==> src/sv/grc_pkg.sv <==
// Package for the guarded record checker: constants, codes and CRC helper.
package grc_pkg;

    localparam int COUNT_BITS_DEF     = 32;
    localparam int IDENTITY_BYTES_DEF = 32;

    localparam int MAGIC_LEN    = 8;
    localparam int LEN_FIELD    = 8;
    localparam int TRAILER_LEN  = 4;
    localparam int ID_REG_BYTES = 32;
    localparam int CFG_BITS     = 64;
    localparam int CFG_IDX_BITS = 3;

    localparam logic [31:0] CRC_POLY = 32'hEDB8_8320;
    localparam logic [31:0] CRC_INIT = 32'hFFFF_FFFF;

    typedef enum logic [2:0] {
        ST_RAW_OK       = 3'd0,
        ST_GUARDED_OK   = 3'd1,
        ST_ID_NEEDED    = 3'd2,
        ST_BAD_ID       = 3'd3,
        ST_SHORT        = 3'd4,
        ST_LENGTH       = 3'd5,
        ST_ID_MISMATCH  = 3'd6,
        ST_CRC          = 3'd7
    } status_t;

    typedef enum logic [CFG_IDX_BITS-1:0] {
        REG_ID_GIVEN  = 3'd0,
        REG_ID_LENGTH = 3'd1,
        REG_ID_WORD0  = 3'd2,
        REG_ID_WORD1  = 3'd3,
        REG_ID_WORD2  = 3'd4,
        REG_ID_WORD3  = 3'd5
    } cfg_reg_t;

    function automatic logic [7:0] magic_byte(input logic [2:0] idx);
        logic [7:0] m;
        case (idx)
            3'd0:    m = 8'h52;
            3'd1:    m = 8'h53;
            3'd2:    m = 8'h47;
            3'd3:    m = 8'h55;
            3'd4:    m = 8'h41;
            3'd5:    m = 8'h52;
            3'd6:    m = 8'h44;
            default: m = 8'h01;
        endcase
        return m;
    endfunction

    // Reflected CRC-32, one byte.
    function automatic logic [31:0] crc_feed(input logic [31:0] c_in, input logic [7:0] b);
        logic [31:0] c;
        c = c_in ^ {24'd0, b};
        for (int k = 0; k < 8; k++)
        begin
            c = c[0] ? ((c >> 1) ^ CRC_POLY) : (c >> 1);
        end
        return c;
    endfunction

    function automatic logic [7:0] id_byte(input logic [8*ID_REG_BYTES-1:0] v,
                                          input logic [4:0] i);
        return v[{i, 3'b000} +: 8];
    endfunction

endpackage

==> src/sv/guarded_record_checker_unit.sv <==
// Guarded record checker: streaming snapshot check with CRC-32 trailer.
//
//  channel   | signals                       | contents
//  ----------+-------------------------------+------------------------------------------
//  s_axis    | s_tvalid s_tready s_tdata     | tdata[7:0] data_byte; tlast final_byte
//            | s_tlast                       |
//  m_axis    | m_tvalid m_tready m_tdata     | [2:0] status, [8:3] payload_offset,
//            |                               | [40:9] payload_length, rest zero
//  cfg       | cfg_we cfg_index cfg_data     | index 0..5 per register list
//
// One word per cycle unless a final word stalls: a word is held in the input
// register, then the CRC byte update, header compares and verdict settle into
// the state and result registers.
// Reset clears stream state, configuration and valid flags; data registers are
// not reset. A full result register stalls only a final word; other words keep flowing.
module guarded_record_checker_unit #(
    parameter int COUNT_BITS     = grc_pkg::COUNT_BITS_DEF,
    parameter int IDENTITY_BYTES = grc_pkg::IDENTITY_BYTES_DEF
) (
    input  logic                              clk,
    input  logic                              rst_n,
    input  logic                              s_tvalid,
    output logic                              s_tready,
    input  logic [7:0]                        s_tdata,   // [7:0] data_byte
    input  logic                              s_tlast,   // final_byte
    output logic                              m_tvalid,
    input  logic                              m_tready,
    output logic [47:0]                       m_tdata,   // status, payload_offset, payload_length
    input  logic                              cfg_we,
    input  logic [grc_pkg::CFG_IDX_BITS-1:0]  cfg_index,
    input  logic [grc_pkg::CFG_BITS-1:0]      cfg_data
);
    import grc_pkg::*;

    localparam int PREFIX_LEN   = MAGIC_LEN + LEN_FIELD + IDENTITY_BYTES;
    localparam int OVERHEAD_LEN = PREFIX_LEN + TRAILER_LEN;
    localparam logic [COUNT_BITS-1:0] C_MAGIC    = COUNT_BITS'(MAGIC_LEN);
    localparam logic [COUNT_BITS-1:0] C_LENEND   = COUNT_BITS'(MAGIC_LEN + LEN_FIELD);
    localparam logic [COUNT_BITS-1:0] C_PREFIX   = COUNT_BITS'(PREFIX_LEN);
    localparam logic [COUNT_BITS-1:0] C_OVERHEAD = COUNT_BITS'(OVERHEAD_LEN);
    localparam logic [COUNT_BITS-1:0] C_TRAILER  = COUNT_BITS'(TRAILER_LEN);
    localparam logic [6:0]            ID_BYTES7  = 7'(IDENTITY_BYTES);
    localparam logic [5:0]            OFFSET_OK  = 6'(PREFIX_LEN);

    // configuration
    logic                       id_given_reg;
    logic [4:0]                 id_length_reg;
    logic [CFG_BITS-1:0]        id_word_reg [4];
    logic [4:0]                 eff_len;
    logic [8*ID_REG_BYTES-1:0]  id_vec;

    // input stage
    logic                       in_valid_reg;
    logic [7:0]                 in_byte_reg;
    logic                       in_last_reg;

    // stream state
    logic [COUNT_BITS-1:0]      count_reg, count_next;
    logic                       magic_reg, magic_next;
    logic [63:0]                hlen_reg, hlen_next;
    logic                       idm_reg, idm_next;
    logic [31:0]                crc_reg, crc_next;
    logic [31:0]                tail_reg, tail_next;

    // result stage
    logic                       out_valid_reg;
    status_t                    out_status_reg, status_next;
    logic [5:0]                 out_offset_reg, offset_next;
    logic [31:0]                out_length_reg, length_next;

    logic                       advance;
    logic [6:0]                 id_off;
    logic [7:0]                 id_expect;
    logic [31:0]                trailer;
    logic [COUNT_BITS-1:0]      body_len;

    assign id_vec = {id_word_reg[3], id_word_reg[2], id_word_reg[1], id_word_reg[0]};

    always_ff @(posedge clk or negedge rst_n)
    begin
        if (!rst_n)
        begin
            id_given_reg   <= 1'b0;
            id_length_reg  <= '0;
            id_word_reg[0] <= '0;
            id_word_reg[1] <= '0;
            id_word_reg[2] <= '0;
            id_word_reg[3] <= '0;
        end
        else
        begin
            if (cfg_we)
            begin
                case (cfg_index)
                    REG_ID_GIVEN:  id_given_reg   <= cfg_data[0];
                    REG_ID_LENGTH: id_length_reg  <= cfg_data[4:0];
                    REG_ID_WORD0:  id_word_reg[0] <= cfg_data;
                    REG_ID_WORD1:  id_word_reg[1] <= cfg_data;
                    REG_ID_WORD2:  id_word_reg[2] <= cfg_data;
                    REG_ID_WORD3:  id_word_reg[3] <= cfg_data;
                    default:       ;
                endcase
            end
        end
    end

    // identity ends at its length or its first zero byte
    always_comb
    begin
        eff_len = id_length_reg;
        for (int j = ID_REG_BYTES - 2; j >= 0; j--)
        begin
            if (id_byte(id_vec, 5'(j)) == 8'd0 && 5'(j) < id_length_reg)
            begin
                eff_len = 5'(j);
            end
        end
    end

    assign advance  = in_valid_reg && (!in_last_reg || !out_valid_reg || m_tready);
    assign s_tready = !in_valid_reg || advance;

    always_comb
    begin
        magic_next = magic_reg;
        hlen_next  = hlen_reg;
        idm_next   = idm_reg;
        id_off     = 7'(count_reg - C_LENEND);
        id_expect  = (id_off < {2'b00, eff_len}) ? id_byte(id_vec, id_off[4:0]) : 8'd0;

        if (count_reg < C_MAGIC)
        begin
            if (in_byte_reg != magic_byte(count_reg[2:0]))
            begin
                magic_next = 1'b0;
            end
        end
        else if (count_reg < C_LENEND)
        begin
            hlen_next = hlen_reg | (64'(in_byte_reg) << {count_reg[2:0], 3'b000});
        end
        else if (count_reg < C_PREFIX)
        begin
            if (in_byte_reg != id_expect)
            begin
                idm_next = 1'b0;
            end
        end

        crc_next   = (count_reg >= C_TRAILER) ? crc_feed(crc_reg, tail_reg[31:24]) : crc_reg;
        tail_next  = {tail_reg[23:0], in_byte_reg};
        count_next = (&count_reg) ? count_reg : count_reg + 1'b1;

        trailer  = {tail_next[7:0], tail_next[15:8], tail_next[23:16], tail_next[31:24]};
        body_len = count_next - C_OVERHEAD;

        offset_next = '0;
        length_next = '0;
        if (!(count_next >= C_MAGIC && magic_next))
        begin
            if (id_given_reg)
            begin
                status_next = ST_ID_MISMATCH;
            end
            else
            begin
                status_next = ST_RAW_OK;
                length_next = 32'(count_next);
            end
        end
        else if (!id_given_reg)
        begin
            status_next = ST_ID_NEEDED;
        end
        else if (eff_len == 5'd0 || {2'b00, eff_len} >= ID_BYTES7)
        begin
            status_next = ST_BAD_ID;
        end
        else if (count_next < C_OVERHEAD)
        begin
            status_next = ST_SHORT;
        end
        else if (hlen_next != 64'(body_len))
        begin
            status_next = ST_LENGTH;
        end
        else if (!idm_next)
        begin
            status_next = ST_ID_MISMATCH;
        end
        else if (trailer != ~crc_next)
        begin
            status_next = ST_CRC;
        end
        else
        begin
            status_next = ST_GUARDED_OK;
            offset_next = OFFSET_OK;
            length_next = hlen_next[31:0];
        end
    end

    always_ff @(posedge clk or negedge rst_n)
    begin
        if (!rst_n)
        begin
            in_valid_reg  <= 1'b0;
            out_valid_reg <= 1'b0;
            count_reg     <= '0;
            magic_reg     <= 1'b1;
            hlen_reg      <= '0;
            idm_reg       <= 1'b1;
            crc_reg       <= CRC_INIT;
            tail_reg      <= '0;
        end
        else
        begin
            if (s_tready)
            begin
                in_valid_reg <= s_tvalid;
            end

            if (advance)
            begin
                if (in_last_reg)
                begin
                    count_reg <= '0;
                    magic_reg <= 1'b1;
                    hlen_reg  <= '0;
                    idm_reg   <= 1'b1;
                    crc_reg   <= CRC_INIT;
                    tail_reg  <= '0;
                end
                else
                begin
                    count_reg <= count_next;
                    magic_reg <= magic_next;
                    hlen_reg  <= hlen_next;
                    idm_reg   <= idm_next;
                    crc_reg   <= crc_next;
                    tail_reg  <= tail_next;
                end
            end

            if (advance && in_last_reg)
            begin
                out_valid_reg <= 1'b1;
            end
            else if (m_tready)
            begin
                out_valid_reg <= 1'b0;
            end
        end
    end

    always_ff @(posedge clk)
    begin
        if (s_tvalid && s_tready)
        begin
            in_byte_reg <= s_tdata;
            in_last_reg <= s_tlast;
        end
        if (advance && in_last_reg)
        begin
            out_status_reg <= status_next;
            out_offset_reg <= offset_next;
            out_length_reg <= length_next;
        end
    end

    assign m_tvalid = out_valid_reg;
    assign m_tdata  = {7'd0, out_length_reg, out_offset_reg, out_status_reg};

endmodule

==> config.mk <==
export PLATFORM = sky130hd
export DESIGN_NAME = guarded_record_checker_unit
export DESIGN_NICKNAME = d
export VERILOG_FILES = /design/src/sv/grc_pkg.sv /design/src/sv/guarded_record_checker_unit.sv
export SDC_FILE = /design/constraint.sdc
export NUM_CORES = 1
export LEC_CHECK = 0
export CORE_MARGIN = 2
export CORE_UTILIZATION = 43
export CTS_CLUSTER_DIAMETER = 100
export DETAILED_ROUTE_END_ITERATION = 7
export DONT_BUFFER_PORTS = 1
export GPL_TIMING_DRIVEN = 0
export SLEW_MARGIN = 20
export SYNTH_ARGS = -nofsm -noshare
export SYNTH_HDL_FRONTEND = slang
export SYNTH_SLANG_ARGS = --single-unit
==> constraint.sdc <==
create_clock -name clk -period 6.95 [get_ports clk]
set_input_delay 1.39 -clock clk [delete_from_list [all_inputs] [get_ports clk]]
set_output_delay 1.39 -clock clk [all_outputs]
set_load 0.05 [all_outputs]
=== Word level (Yosys, flattened, before mapping) ===
Index checks and enable logic that the tools add are counted.

* Add/subtract/negate cells: 3
* Bitwise gates (word level): 14
* Order comparisons: 38
* Reductions and logical operators: 85
* Shift-type cells: 2
* Muxes and demuxes: 77
* Eq/ne operators: 15

{| class="wikitable"
|+ Operators by type and width
! operator !! count
|-
| $mux 32 || 21
|-
| $shiftx 256x9->8 || 1
|-
| $logic_not 8->1 || 31
|-
| $mux 64 || 3
|-
| $mux 5 || 31
|-
| $not 13->14 || 8
|-
| $lt 5x5->1 const A || 15
|-
| $lt 32x6->1 const B || 2
|-
| $ne 64x32->1 || 1
|-
| $or 64x64->64 || 1
|-
| $shl 8x6->64 || 1
|-
| $pmux 7 s6 || 1
|-
| $lt 4x5->1 const A || 8
|-
| $logic_and 1x1->1 || 35
|-
| $add 32x1->32 const B || 1
|-
| $ge 32x3->1 const B || 1
|-
| $ge 32x4->1 const B || 1
|-
| $lt 32x4->1 const B || 1
|-
| $lt 32x5->1 const B || 1
|-
| $ne 32x32->1 || 1
|-
| $not 32->32 || 1
|-
| $reduce_and 32->1 || 1
|-
| $sub 32x6->32 const B || 1
|-
| $xor 32x8->32 || 1
|-
| 22 further kinds || 65
|}

* Output and inout port bits: 50
* Word-level logic and storage cells: 253
* Register bits: 476
* Input port bits: 81

=== Depth between registers and ports, before layout ===
Gate-level depths: netlist of run 1.

* Depth in word-level cells: 46
* Gate-level depth with buffers: 21
* Gate-level depth less buffers: 18

=== Worst setup path after synthesis of run 1 ===
Ideal clock, no wire load.

* Path kind: register to register
* Start: register id_length_reg[3]
* End: register out_length_reg[22], data pin
* Required time: 6.808 ns
* Data arrival time: 4.683 ns
* Library setup time: 0.142 ns
* Stages on the path, launching flop included: 21
* Period minus slack after synthesis: 4.825 ns
* Path slack: 2.125 ns
* Path buffers: 3
* Cell sequence: dfrtp_1 -> clkbuf_1 -> or2_2 -> clkbuf_1 -> o311ai_0 -> nor2b_1 -> nand2_1 -> nor4_1 -> nand4_1 -> ha_1 -> nand2_1 -> o2111ai_1 -> o311ai_0 -> nor4_1 -> a211oi_1 -> o32ai_1 -> a41oi_1 -> nor4b_4 -> buf_2 -> nand3b_1 -> o21ai_2

* Cells in the longest elaborated chain, start to end: 46
* Elaborated cells on any way between the ends: 107
* Classes of those cells: order compare: 32; eq/ne: 1; mux: 42; reduce/logical: 32

{| class="wikitable"
|+ Ends and longest elaborated chain
! what !! RTL line !! RTL
|-
| from (decl) || guarded_record_checker_unit.sv:47 || <nowiki>logic [4:0] id_length_reg;</nowiki>
|-
| from (signal assigned) || guarded_record_checker_unit.sv:96 || <nowiki>REG_ID_LENGTH: id_length_reg <= cfg_data[4:0];</nowiki>
|-
| $lt 5x5->1 || guarded_record_checker_unit.sv:113 || <nowiki>if (id_byte(id_vec, 5'(j)) == 8'd0 && 5'(j) < id_length_reg)</nowiki>
|-
| $logic_and 1x1->1 || guarded_record_checker_unit.sv:113 ||
|-
| $mux 5 (30 in series) || guarded_record_checker_unit.sv:113 ||
|-
| $mux 5 * || guarded_record_checker_unit.sv:113 ||
|-
| $lt 7x5->1 || guarded_record_checker_unit.sv:129 || <nowiki>id_expect = (id_off < {2'b00, eff_len}) ? id_byte(id_vec, id_off[4:0]) : 8'd0;</nowiki>
|-
| $mux 8 || guarded_record_checker_unit.sv:129 ||
|-
| $ne 8x8->1 || guarded_record_checker_unit.sv:144 || <nowiki>if (in_byte_reg != id_expect)</nowiki>
|-
| $mux 1 || guarded_record_checker_unit.sv:144 ||
|-
| [... 2 more ...] || - ||
|-
| $mux 1 || guarded_record_checker_unit.sv:131 || <nowiki>if (count_reg < C_MAGIC)</nowiki>
|-
| $mux 32 || guarded_record_checker_unit.sv:187 || <nowiki>else if (!idm_next)</nowiki>
|-
| $mux 32 || guarded_record_checker_unit.sv:183 || <nowiki>else if (hlen_next != 64'(body_len))</nowiki>
|-
| $mux 32 || guarded_record_checker_unit.sv:179 || <nowiki>else if (count_next < C_OVERHEAD)</nowiki>
|-
| $mux 32 * || guarded_record_checker_unit.sv:175 || <nowiki>else if (eff_len == 5'd0 || {2'b00, eff_len} >= ID_BYTES7)</nowiki>
|-
| $mux 32 * || guarded_record_checker_unit.sv:171 || <nowiki>else if (!id_given_reg)</nowiki>
|-
| $mux 32 * || guarded_record_checker_unit.sv:159 || <nowiki>if (!(count_next >= C_MAGIC && magic_next))</nowiki>
|-
| via length_next[22] || guarded_record_checker_unit.sv:69 || <nowiki>logic [31:0] out_length_reg, length_next;</nowiki>
|-
| to (signal assigned) || guarded_record_checker_unit.sv:267 || <nowiki>out_length_reg <= length_next;</nowiki>
|-
| to (decl) || guarded_record_checker_unit.sv:69 ||
|}

Mark *: on every way through the listed nets, which the timed path passes. The rest lies on a longest branch.
A chain may end at the register's enable or synchronous reset.

=== Worst setup path in the final report of run 1 ===
* Start: register count_reg[4]
* End: register out_length_reg[16], data pin

* Cells in the longest elaborated chain, start to end: 14
* Elaborated cells on any way between the ends: 35
* Classes of those cells: add/sub: 3; order compare: 7; eq/ne: 3; shift: 1; mux: 18; bitwise: 1; reduce/logical: 2

{| class="wikitable"
|+ Ends and longest elaborated chain
! what !! RTL line !! RTL
|-
| from (decl) || guarded_record_checker_unit.sv:58 || <nowiki>logic [COUNT_BITS-1:0] count_reg, count_next;</nowiki>
|-
| from (signal assigned) || guarded_record_checker_unit.sv:236 || <nowiki>count_reg <= count_next;</nowiki>
|-
| $sub 7x5->7 || guarded_record_checker_unit.sv:128 || <nowiki>id_off = 7'(count_reg - C_LENEND);</nowiki>
|-
| $shiftx 256x9->8 or $lt 7x5->1 (tied branches) || grc_pkg.sv:65, guarded_record_checker_unit.sv:129 ||
|-
| $mux 8 || guarded_record_checker_unit.sv:129 ||
|-
| $ne 8x8->1 || guarded_record_checker_unit.sv:144 ||
|-
| $mux 1 || guarded_record_checker_unit.sv:144 ||
|-
| $mux 1 || guarded_record_checker_unit.sv:142 || <nowiki>else if (count_reg < C_PREFIX)</nowiki>
|-
| $mux 1 || guarded_record_checker_unit.sv:138 || <nowiki>else if (count_reg < C_LENEND)</nowiki>
|-
| $mux 1 || guarded_record_checker_unit.sv:131 ||
|-
| $mux 32 || guarded_record_checker_unit.sv:187 ||
|-
| $mux 32 || guarded_record_checker_unit.sv:183 ||
|-
| $mux 32 || guarded_record_checker_unit.sv:179 ||
|-
| $mux 32 || guarded_record_checker_unit.sv:175 ||
|-
| $mux 32 || guarded_record_checker_unit.sv:171 ||
|-
| $mux 32 * || guarded_record_checker_unit.sv:159 ||
|-
| via length_next[16] || guarded_record_checker_unit.sv:69 ||
|}

Marked as above.

==> results.txt, run 1 <==
----------------------------------------------------
[Outcome]
  Failing checks ... slew limit
  Outcome ... complete, but fails checks

[GRT]
  Maximum number of pins on one net before global-route repair ... 427
  Global routing met2 resource utilization ... 0.514
  Antenna violations before repair ... 3
  Global-route usage over all layers ... 0.307
  Via count of the first global-routing pass ... 23000
  GRT busiest layer ... met2
  GR Util met3 ... 0.0530
  Met1 usage ... 0.389
  Remaining global-route overflow ... 0
  Wire length of the first global-routing pass ... 153000 microns

[Clock tree]
  Clock latency reported for the late side of the worst-skew pair ... 630 ps
  Clock slew seen by the registers of the worst setup and hold paths ... 70 ps
  Clock sinks ... 471
  Clock Tree Buf Depth ... 3
  Number of hold buffers added after CTS ... 0
  Clock tree from TritonCTS ... done
  Number of buffers created by CTS ... 54
  Clock root buffer master ... clkbuf_16
  Number of H-tree branching levels ... 2

[Synthesis]
  Post-synthesis instance area ... 27800 sq um
  Flip-flop and latch count after synthesis ... 471
  Yosys top cell area share ... 0.353
  Per-instance average area after synthesis ... 10.8 sq um
  Sequential cell area fraction in the yosys report ... 0.434
  Fraction of registers with async set/reset ... 0.904
  Top_reg_cell synth ... dfrtp_1
  Post-synth EDFFs ... 45
  Distinct cell type count of the synthesized netlist ... 109
  Most area-consuming cells after synthesis ... dfrtp_1 (35%), mux2_2 (11%), mux4_2 (5.2%)
  Count of yosys warnings during synthesis ... 0
  Top cell type by total area after synthesis ... dfrtp_1
  Cells after synthesis ... 2577

[Die]
  Placeable core region ... 64100 sq um
  Number of primary I/O pins ... 131
  X dimension of the die ... 258 microns
  Vertical die dimension ... 258 microns
  Cell Rows ... 93
  Die Area ... 66600 sq um
  Initial core utilization ... 0.433

[STA]
  Highest achievable clock rate ... 152 MHz
  Number of setup violations in the final report ... 0
  Number of pins exceeding their max-slew limit in the final report ... 253
  Unrepaired setup endpoints after global routing ... no
  Worst-case headroom to the max-slew limit ... -0.459
  Final-layout worst hold slack ... 467 ps
  Share of the clock period used by the worst path ... 0.945
  Clock period minus final worst setup slack ... 6570 ps
  Worst clock skew on the final layout ... 19.2 ps
  Measured slew at the worst slew-check pin ... 2190 ps
  Final hold violations ... 0

[Place]
  Post-Place Cell Area ... 28900 sq um
  Final weighted congestion in routability-driven placement ... 1.02
  Detailed placer's ending HPWL ... 78600 microns
  Cell count after placement ... 3445
  PortBufs ... 0

[Route]
  Number of nets with antenna violations after detailed routing ... 0
  Total wire length ... 103000 microns
  Via density per instance ... 6.34
  Vias after detailed routing ... 22500
  Router iterations before antenna repair ... 5
  Detailed Route Iter0 Violations ... 2433
  Detailed-route wire length per cell ... 29.0 microns
  DRC viols ... 0

[Power and ir drop]
  Leak pwr ... 12.5 nW
  PnR Total Power ... 9.82 mW
  Power density cells ... 318 nW/um^2
  Largest vdd supply drop ... 243 uV

[Critical path]
  Crit path max fanout ... 19
  Startpoint-to-endpoint class of the critical path ... reg -> reg
  Data required time of the critical path ... 7390 ps
  Data arrival time of the worst path ... 7010 ps
  CP Launch Type ... flop
  CP cell instances ... buf_1 -> clkinv_2 -> ha_1 -> clkbuf_1 -> nor4b_2 -> nand4_1 -> nor2_4 -> buf_2 -> o21ai_0 -> a211oi_1 -> and4_1 -> nand4_1 -> or4_1 -> nor4b_4 -> buf_4 -> buf_2 -> nand3b_1 -> o22ai_1
  Crit-path slowest cell ... nor4b_2
  Critical path endpoint category ... flop
  Peak per-stage delay on the critical path ... 680 ps

[Layout]
  Area Growth Syn to Fin ... 11.4%
  Final standard cell area without fillers ... 30900 sq um
  Most common library cell in the layout ignoring fill and taps ... dfrtp_1
  Non-filler instance count after layout ... 3547
  Layout cells sized above 1 ... 0.237
  Highest-count cells in the layout ignoring fill and taps ... dfrtp_1 (392), mux2_2 (265), nand2_1 (190)
  Core occupancy in the finished layout ... 0.482
  Diode insertion count for antenna repair ... 0
  Nets@finish ... 2742
  Fillers ... 5891
  Number of flip-flops in the largest register ... 256

[Flow run]
  Max-cap check violation count ... 0

[Hold path]
  Hold Crit Class ... in -> async

----------------------------------------------------
-- critical path: cells and delay by family, from the launching register on --
family,cells,cell delay (ps)
buf+inv,6,2180
flops,1,430
fa+ha+maj,1,220
simple gates,8,2950
compound gates,3,590
-- logic make-up after synthesis --
kind of cell | Yosys count | synth area share
flip-flops | 471 | 0.434
AO/OA/AOI/OAI | 494 | 0.122
multiplexers | 354 | 0.168
AND/OR/NAND/NOR | 849 | 0.169
buffers and inverters | 224 | 0.0366
other | 1 | 0.000135
adder cells (fa/ha/maj) | 14 | 0.00631
XOR/XNOR | 170 | 0.0632
-- synthesized netlist by cell type, drive strengths merged, types with 12 or more instances --
cell type,number
a22oi,12
nand4,45
nor3,58
nand3,60
a211oi,19
dfstp,34
xor2,39
o22ai,17
nor4,89
and3,36
edfxtp,45
inv,27
a21oi,149
mux4,64
nand2b,13
and4,17
mux2,265
o22a,12
mux2i,25
dfrtp,392
o21ai,102
clkbuf,110
or3,27
buf,86
nand2,190
nand3b,53
o211ai,14
and2,12
xnor2,123
a21o,19
or4,18
a31oi,23
ha,14
nor2,177
o31ai,17
nor2b,13
-- metrics by stage --
step | TNS, ps | setup slack (ps)
2_1_floorplan | 0 | 2120
3_3_place_gp | -27370 | -909
3_5_place_dp | -26490 | -841
4_1_cts | 0 | 23.9
5_1_grt | 0 | 205
6_report | 0 | 380
-- final cells by class --
| class | instances | area, sq um | share of cell area |
|---|---|---|---|
| buffer | 195 | 907 | 0.0293 |
| tap | 855 | 1070 | 0.0346 |
| clock buffer | 67 | 1490 | 0.0482 |
| timing repair buffer | 5 | 65.1 | 0.00210 |
| inverter | 28 | 106 | 0.00344 |
| multi-input combinational | 1892 | 14800 | 0.478 |
| sequential | 471 | 12100 | 0.390 |
| clock inverter | 34 | 454 | 0.0147 |
-- path summary, 6_finish.rpt --
kind,cells after the start,slack (ps),to,from
setup / recovery,18,380,out_length_reg[16],count_reg[4]
hold / removal,0,470,tail_reg[27],rst_n
setup reg to reg,18,380,out_length_reg[16],count_reg[4]
hold reg to reg,2,490,hlen_reg[35],hlen_reg[35]
max in group asynchronous,0,4740,count_reg[20],rst_n
min in group clk,2,490,hlen_reg[35],hlen_reg[35]
-- repair_timing --
| action | in CTS | in global routing |
|---|---|---|
| setup buffers | 0 | 2 |
| endpoints found under the hold margin | 0 | 0 |
| cloned | 0 | 0 |
| pin swaps | 0 | 1 |
| gates resized for setup | 2 | 4 |
| setup endpoints to repair | 35 | 35 |
-- per-layer routing --
metal,vias to the layer above,share of wire
met5,-,0.00013
met4,2,0.048
met3,257,0.067
met2,1011,0.48
met1,11400,0.40
li1,9780,-
-- power by group --
part           switching, mW  internal [mW]
combinational           1.59           1.29
sequential             0.555           3.25
clock                   1.26           1.87
No activity file was read; power rests on OpenSTA's default activity.
==> inputs of run 2 (changes only) <==
--- a/config.mk
+++ b/config.mk
@@ -6,11 +6,13 @@
 export NUM_CORES = 1
 export LEC_CHECK = 0
 export CORE_MARGIN = 2
-export CORE_UTILIZATION = 43
+export CORE_UTILIZATION = 55
+export CTS_BUF_LIST = sky130_fd_sc_hd__clkbuf_4 sky130_fd_sc_hd__clkbuf_8 sky130_fd_sc_hd__clkbuf_16
 export CTS_CLUSTER_DIAMETER = 100
 export DETAILED_ROUTE_END_ITERATION = 7
 export DONT_BUFFER_PORTS = 1
 export GPL_TIMING_DRIVEN = 0
+export PLACE_DENSITY = 0.7
 export SLEW_MARGIN = 20
 export SYNTH_ARGS = -nofsm -noshare
 export SYNTH_HDL_FRONTEND = slang
==> results.txt, run 2 (synthesis gave the netlist of run 1 again) <==
----------------------------------------------------
[Route]
  Total wire length ... 101000 microns
  Detailed-route wire length per cell ... 30.0 microns
  DRC viols ... 0
  Detailed Route Iter0 Violations ... 2495
  Number of nets with antenna violations after detailed routing ... 0
  Router iterations before antenna repair ... 6
  Via density per instance ... 6.81
  Vias after detailed routing ... 22900

[Critical path]
  Crit-path slowest cell ... buf_1
  Data required time of the critical path ... 7400 ps
  CP cell instances ... buf_1 -> clkinv_2 -> ha_1 -> clkbuf_1 -> nor4b_2 -> and4_1 -> buf_2 -> nand2_1 -> buf_2 -> mux2i_1 -> xnor2_1 -> nor4b_1 -> nand4_1 -> or4_1 -> nor4b_4 -> buf_4 -> buf_2 -> nand3b_1 -> o22ai_1
  Startpoint-to-endpoint class of the critical path ... reg -> reg
  Crit path max fanout ... 19
  Data arrival time of the worst path ... 7040 ps
  Peak per-stage delay on the critical path ... 710 ps
  Critical path endpoint category ... flop
  CP Launch Type ... flop
  Cell occurring most often along the worst timing path ... buf_2

[Layout]
  Layout cells sized above 1 ... 0.238
  Fillers ... 4135
  Final standard cell area without fillers ... 30600 sq um
  Non-filler instance count after layout ... 3359
  Area Growth Syn to Fin ... 10.2%
  Most common library cell in the layout ignoring fill and taps ... dfrtp_1
  Register area ... 12100 sq um
  Number of flip-flops in the largest register ... 256
  Nets@finish ... 2739
  Highest-count cells in the layout ignoring fill and taps ... dfrtp_1 (392), mux2_2 (265), nand2_1 (190)
  Multi-input gate area in the final layout ... 14800 sq um
  Diode insertion count for antenna repair ... 0

[GRT]
  Remaining global-route overflow ... 0
  Wire length of the first global-routing pass ... 150000 microns
  Global-route usage over all layers ... 0.385
  Via count of the first global-routing pass ... 22900
  Antenna violations before repair ... 0
  Maximum number of pins on one net before global-route repair ... 427

[Place]
  PortBufs ... 0
  Detailed placer's ending HPWL ... 75900 microns
  Final weighted congestion in routability-driven placement ... 1.01
  Worst slack, placed ... -590 ps
  Post-Place Cell Area ... 28700 sq um
  Cell count after placement ... 3262

[STA]
  Setup TNS after final layout ... 0 ps
  Number of pins exceeding their max-slew limit in the final report ... 147
  Final hold violations ... 0
  Worst-case headroom to the max-slew limit ... -0.132
  Worst clock skew on the final layout ... 11.8 ps
  Share of the clock period used by the worst path ... 0.948
  Clock period minus final worst setup slack ... 6590 ps
  Measured slew at the worst slew-check pin ... 1700 ps
  Highest achievable clock rate ... 152 MHz
  Min setup slack post-route ... 359 ps
  Number of setup violations in the final report ... 0
  Unrepaired setup endpoints after global routing ... no

[Clock tree]
  Clock Tree Buf Depth ... 3
  Number of H-tree branching levels ... 2
  Clock sinks ... 471
  Clock latency reported for the late side of the worst-skew pair ... 630 ps
  Clock root buffer master ... clkbuf_16
  Number of buffers created by CTS ... 51
  Number of hold buffers added after CTS ... 0
  Clock tree from TritonCTS ... done
  Clock slew seen by the registers of the worst setup and hold paths ... 60 ps

[Die]
  Placeable core region ... 50000 sq um
  Cell Rows ... 82
  Vertical die dimension ... 229 microns
  Die Area ... 52300 sq um
  Number of primary I/O pins ... 131
  X dimension of the die ... 229 microns
  Initial core utilization ... 0.556

[Power and ir drop]
  Leak pwr ... 12.5 nW
  PnR Total Power ... 9.70 mW
  Power density cells ... 317 nW/um^2
  Largest vdd supply drop ... 248 uV

[Outcome]
  Outcome ... complete, but fails checks
  Failing checks ... slew limit

[Flow run]
  Max-cap check violation count ... 0

[Hold path]
  Hold Crit Class ... in -> async

----------------------------------------------------
[run 2: cell count changes in the layout (fill, tap and decap cells not counted), moves of 3 or more]
cell      delta
clkbuf_4     +9
inv_6        -3
clkinv_2     -3
clkbuf_1     -4
[run 2: layout make-up]
| type | instances | area share |
|---|---|---|
| Multi-Input combinational cell | 1892 | 0.482 |
| Sequential cell | 471 | 0.394 |
| Clock buffer | 72 | 0.0500 |
| Buffer | 195 | 0.0296 |
| Tap cell | 672 | 0.0275 |
| Clock inverter | 24 | 0.0117 |
| Inverter | 28 | 0.00348 |
| Timing Repair Buffer | 5 | 0.00176 |
[run 2: power breakdown]
part	internal (mW)	leakage (nW)	switching [mW]
Combinational	1.29	5.79	1.60
Sequential	3.25	5.74	0.524
Clock	1.81	0.931	1.21
[run 2: final timing paths]
check / to / cells after the start / start / slack, ps
worst max-delay path: out_length_reg[16] / 19 / count_reg[4] / 360
worst min-delay path: tail_reg[29] / 0 / rst_n / 460
worst max register to register: out_length_reg[16] / 19 / count_reg[4] / 360
worst min register to register: hlen_reg[3] / 2 / hlen_reg[3] / 500
max in group asynchronous: id_vec[239] / 0 / rst_n / 5130
min in group clk: hlen_reg[3] / 2 / hlen_reg[3] / 500
[run 2: what timing repair did]
item / in CTS / in global routing
setup endpoints to repair: 34 / 34
pin swaps: 0 / 1
setup buffers: 0 / 2
resized for setup: 1 / 2
[run 2: per-layer routing]
metal / global-route usage / part of all wire / up-vias / routed length, microns
met4: 0.195 / 0.058 / 0 / 5870
li1: - / - / 9765 / -
met1: 0.493 / 0.39 / 11500 / 39000
met5: 0 / 0 / - / 0
met2: 0.632 / 0.47 / 1271 / 47700
met3: 0.0650 / 0.081 / 325 / 8170
[run 2: critical path: cells and delay by family, from the launching register on]
family                   cells  cell delay (ps)
AO/OA/AOI/OAI                1              190
XOR/XNOR                     1              220
adder cells (fa/ha/maj)      1              410
buffers and inverters        7             2570
flip-flops                   1              420
multiplexers                 1              250
AND/OR/NAND/NOR              8             2330
[run 2: per-stage QoR]
step,hold WS (ps),util
final,457,0.613
after global routing,454,0.613
after global placement,472,0.573
after CTS,455,0.612
after detailed placement,484,0.574
after floorplan,458,-
==> inputs of run 3 (changes only) <==
--- a/config.mk
+++ b/config.mk
@@ -5,14 +5,17 @@
 export SDC_FILE = /design/constraint.sdc
 export NUM_CORES = 1
 export LEC_CHECK = 0
+export CORE_ASPECT_RATIO = 1.2
 export CORE_MARGIN = 2
 export CORE_UTILIZATION = 55
 export CTS_BUF_LIST = sky130_fd_sc_hd__clkbuf_4 sky130_fd_sc_hd__clkbuf_8 sky130_fd_sc_hd__clkbuf_16
 export CTS_CLUSTER_DIAMETER = 100
+export CTS_CLUSTER_SIZE = 28
 export DETAILED_ROUTE_END_ITERATION = 7
 export DONT_BUFFER_PORTS = 1
 export GPL_TIMING_DRIVEN = 0
 export PLACE_DENSITY = 0.7
+export SKIP_CTS_REPAIR_TIMING = 1
 export SLEW_MARGIN = 20
 export SYNTH_ARGS = -nofsm -noshare
 export SYNTH_HDL_FRONTEND = slang
==> results.txt, run 3 (synthesis gave the netlist of run 1 again) <==
----------------------------------------------------
[GRT]
  Global-route usage over all layers ... 0.379
  Antenna violations before repair ... 1
  Met1 usage ... 0.467
  Remaining global-route overflow ... 0
  Wire length of the first global-routing pass ... 147000 microns
  Global routing met2 resource utilization ... 0.619
  Via count of the first global-routing pass ... 22600
  GRT busiest layer ... met2
  Maximum number of pins on one net before global-route repair ... 427
  GR Util met3 ... 0.0579

[Layout]
  Area Growth Syn to Fin ... 6.10%
  Layout cells sized above 1 ... 0.222
  Non-filler instance count after layout ... 3279
  Diode insertion count for antenna repair ... 0
  Most common library cell in the layout ignoring fill and taps ... dfrtp_1
  Nets@finish ... 2714
  Highest-count cells in the layout ignoring fill and taps ... dfrtp_1 (392), mux2_2 (265), nand2_1 (190)
  Number of flip-flops in the largest register ... 256

[Critical path]
  Startpoint of the most critical setup path ... count_reg[4]
  Peak per-stage delay on the critical path ... 620 ps
  Critical path endpoint category ... flop
  Data required time of the critical path ... 7350 ps
  Launching point of the worst reg2reg path ... count_reg[4]
  CP cell instances ... buf_1 -> clkinvlp_4 -> buf_4 -> ha_1 -> clkbuf_1 -> nor4b_2 -> nand4_1 -> nor2_2 -> buf_2 -> o21ai_0 -> a211oi_1 -> and4_1 -> nand4_1 -> or4_1 -> nor4b_4 -> buf_12 -> buf_4 -> nand3b_1 -> o21ai_1
  Register-to-Register Setup Slack ... 370 ps
  Worst r2r dst ... out_length_reg[0]
  Count of buffering cells on the critical path with inverters included ... 7
  Data arrival time of the worst path ... 6980 ps
  Kind of cell adding the most delay to the critical path ... simple AND/OR/NAND/NOR gates
  Crit-path slowest cell ... or4_1
  Number of cells on the worst reg-to-reg path ... 19
  Capturing element of the worst setup path ... out_length_reg[0]
  CP Launch Type ... flop
  Crit path max fanout ... 10
  Startpoint-to-endpoint class of the critical path ... reg -> reg
  CP Depth ... 19

[Place]
  PortBufs ... 0
  Final weighted congestion in routability-driven placement ... 1.03
  Cell count after placement ... 3233
  Detailed placer's ending HPWL ... 76300 microns

[STA]
  Share of the clock period used by the worst path ... 0.947
  Unrepaired setup endpoints after global routing ... no
  Number of pins exceeding their max-slew limit in the final report ... 74
  Worst-case headroom to the max-slew limit ... -0.0393
  Clock period minus final worst setup slack ... 6580 ps
  Final-layout worst hold slack ... 488 ps
  Highest achievable clock rate ... 152 MHz
  Worst clock skew on the final layout ... 20.0 ps
  Final hold violations ... 0
  Measured slew at the worst slew-check pin ... 1560 ps
  Number of setup violations in the final report ... 0

[Power and ir drop]
  Leak pwr ... 11.9 nW
  Largest vdd supply drop ... 246 uV
  Power density cells ... 282 nW/um^2

[Clock tree]
  Number of H-tree branching levels ... 1
  Clock Tree Buf Depth ... 3
  Clock root buffer master ... clkbuf_16
  Clock sinks ... 471
  Clock tree from TritonCTS ... done
  Clock slew seen by the registers of the worst setup and hold paths ... 110 ps
  Clock latency reported for the late side of the worst-skew pair ... 590 ps
  Number of buffers created by CTS ... 22

[Die]
  Number of primary I/O pins ... 131
  Die Area ... 52300 sq um
  Vertical die dimension ... 250 microns
  Initial core utilization ... 0.554
  Placeable core region ... 50100 sq um
  X dimension of the die ... 209 microns
  Cell Rows ... 90

[Route]
  Number of nets with antenna violations after detailed routing ... 0
  Total wire length ... 99100 microns
  DRC viols ... 0
  Router iterations before antenna repair ... 5
  Detailed-route wire length per cell ... 30.2 microns
  Vias after detailed routing ... 22500
  Via density per instance ... 6.86
  Detailed Route Iter0 Violations ... 2281

[Outcome]
  Failing checks ... slew limit
  Outcome ... complete, but fails checks

[Hold path]
  Hold Crit Class ... in -> async

[Flow run]
  Max-cap check violation count ... 0

----------------------------------------------------
-- run 3: metal layers --
layer | share of wire | vias up
met5 | 0.000091 | -
met4 | 0.079 | 2
met3 | 0.067 | 368
met2 | 0.48 | 1134
met1 | 0.38 | 11400
li1 | - | 9654
-- run 3: worst min-delay path by stage --
stage                    from           end  slack (ps)  depth (start not counted)
floorplan           magic_reg     magic_reg         460                          2
finish                  rst_n  tail_reg[25]         490                          0
detailed placement  magic_reg     magic_reg         470                          2
global route            rst_n   tail_reg[0]         470                          0
global placement    magic_reg     magic_reg         470                          2
CTS                     rst_n  tail_reg[25]         470                          0
-- run 3: report_power, final --
group          switching (mW)  leakage, nW  internal (mW)  total, mW
clock network           0.957        0.369          0.685       1.64
logic                    1.58         5.80           1.29       2.87
registers               0.533         5.74           3.25       3.78
-- run 3: through the flow --
stage / worst slack, ps / util / setup TNS, ps / total power, mW / instance area (sq um)
floorplan: 2120 / - / 0 / 5.69 / 27800
global placement: -787 / 0.571 / -24250 / 6.56 / 28600
detailed placement: -811 / 0.572 / -24880 / 6.61 / 28600
CTS: -875 / 0.586 / -27130 / 8.23 / 29400
global route: 206 / 0.588 / 0 / 8.62 / 29500
finish: 368 / 0.588 / 0 / 8.29 / 29500
-- run 3: cell type report --
| type | instances | area (sq um) |
|---|---|---|
| inverter | 28 | 109 |
| buffer | 195 | 907 |
| fill | 4304 | 20700 |
| multi-input combinational | 1892 | 14700 |
| clock inverter | 6 | 77.6 |
| sequential | 471 | 12100 |
| timing repair buffer | 9 | 92.6 |
| tap | 644 | 806 |
| clock buffer | 34 | 658 |
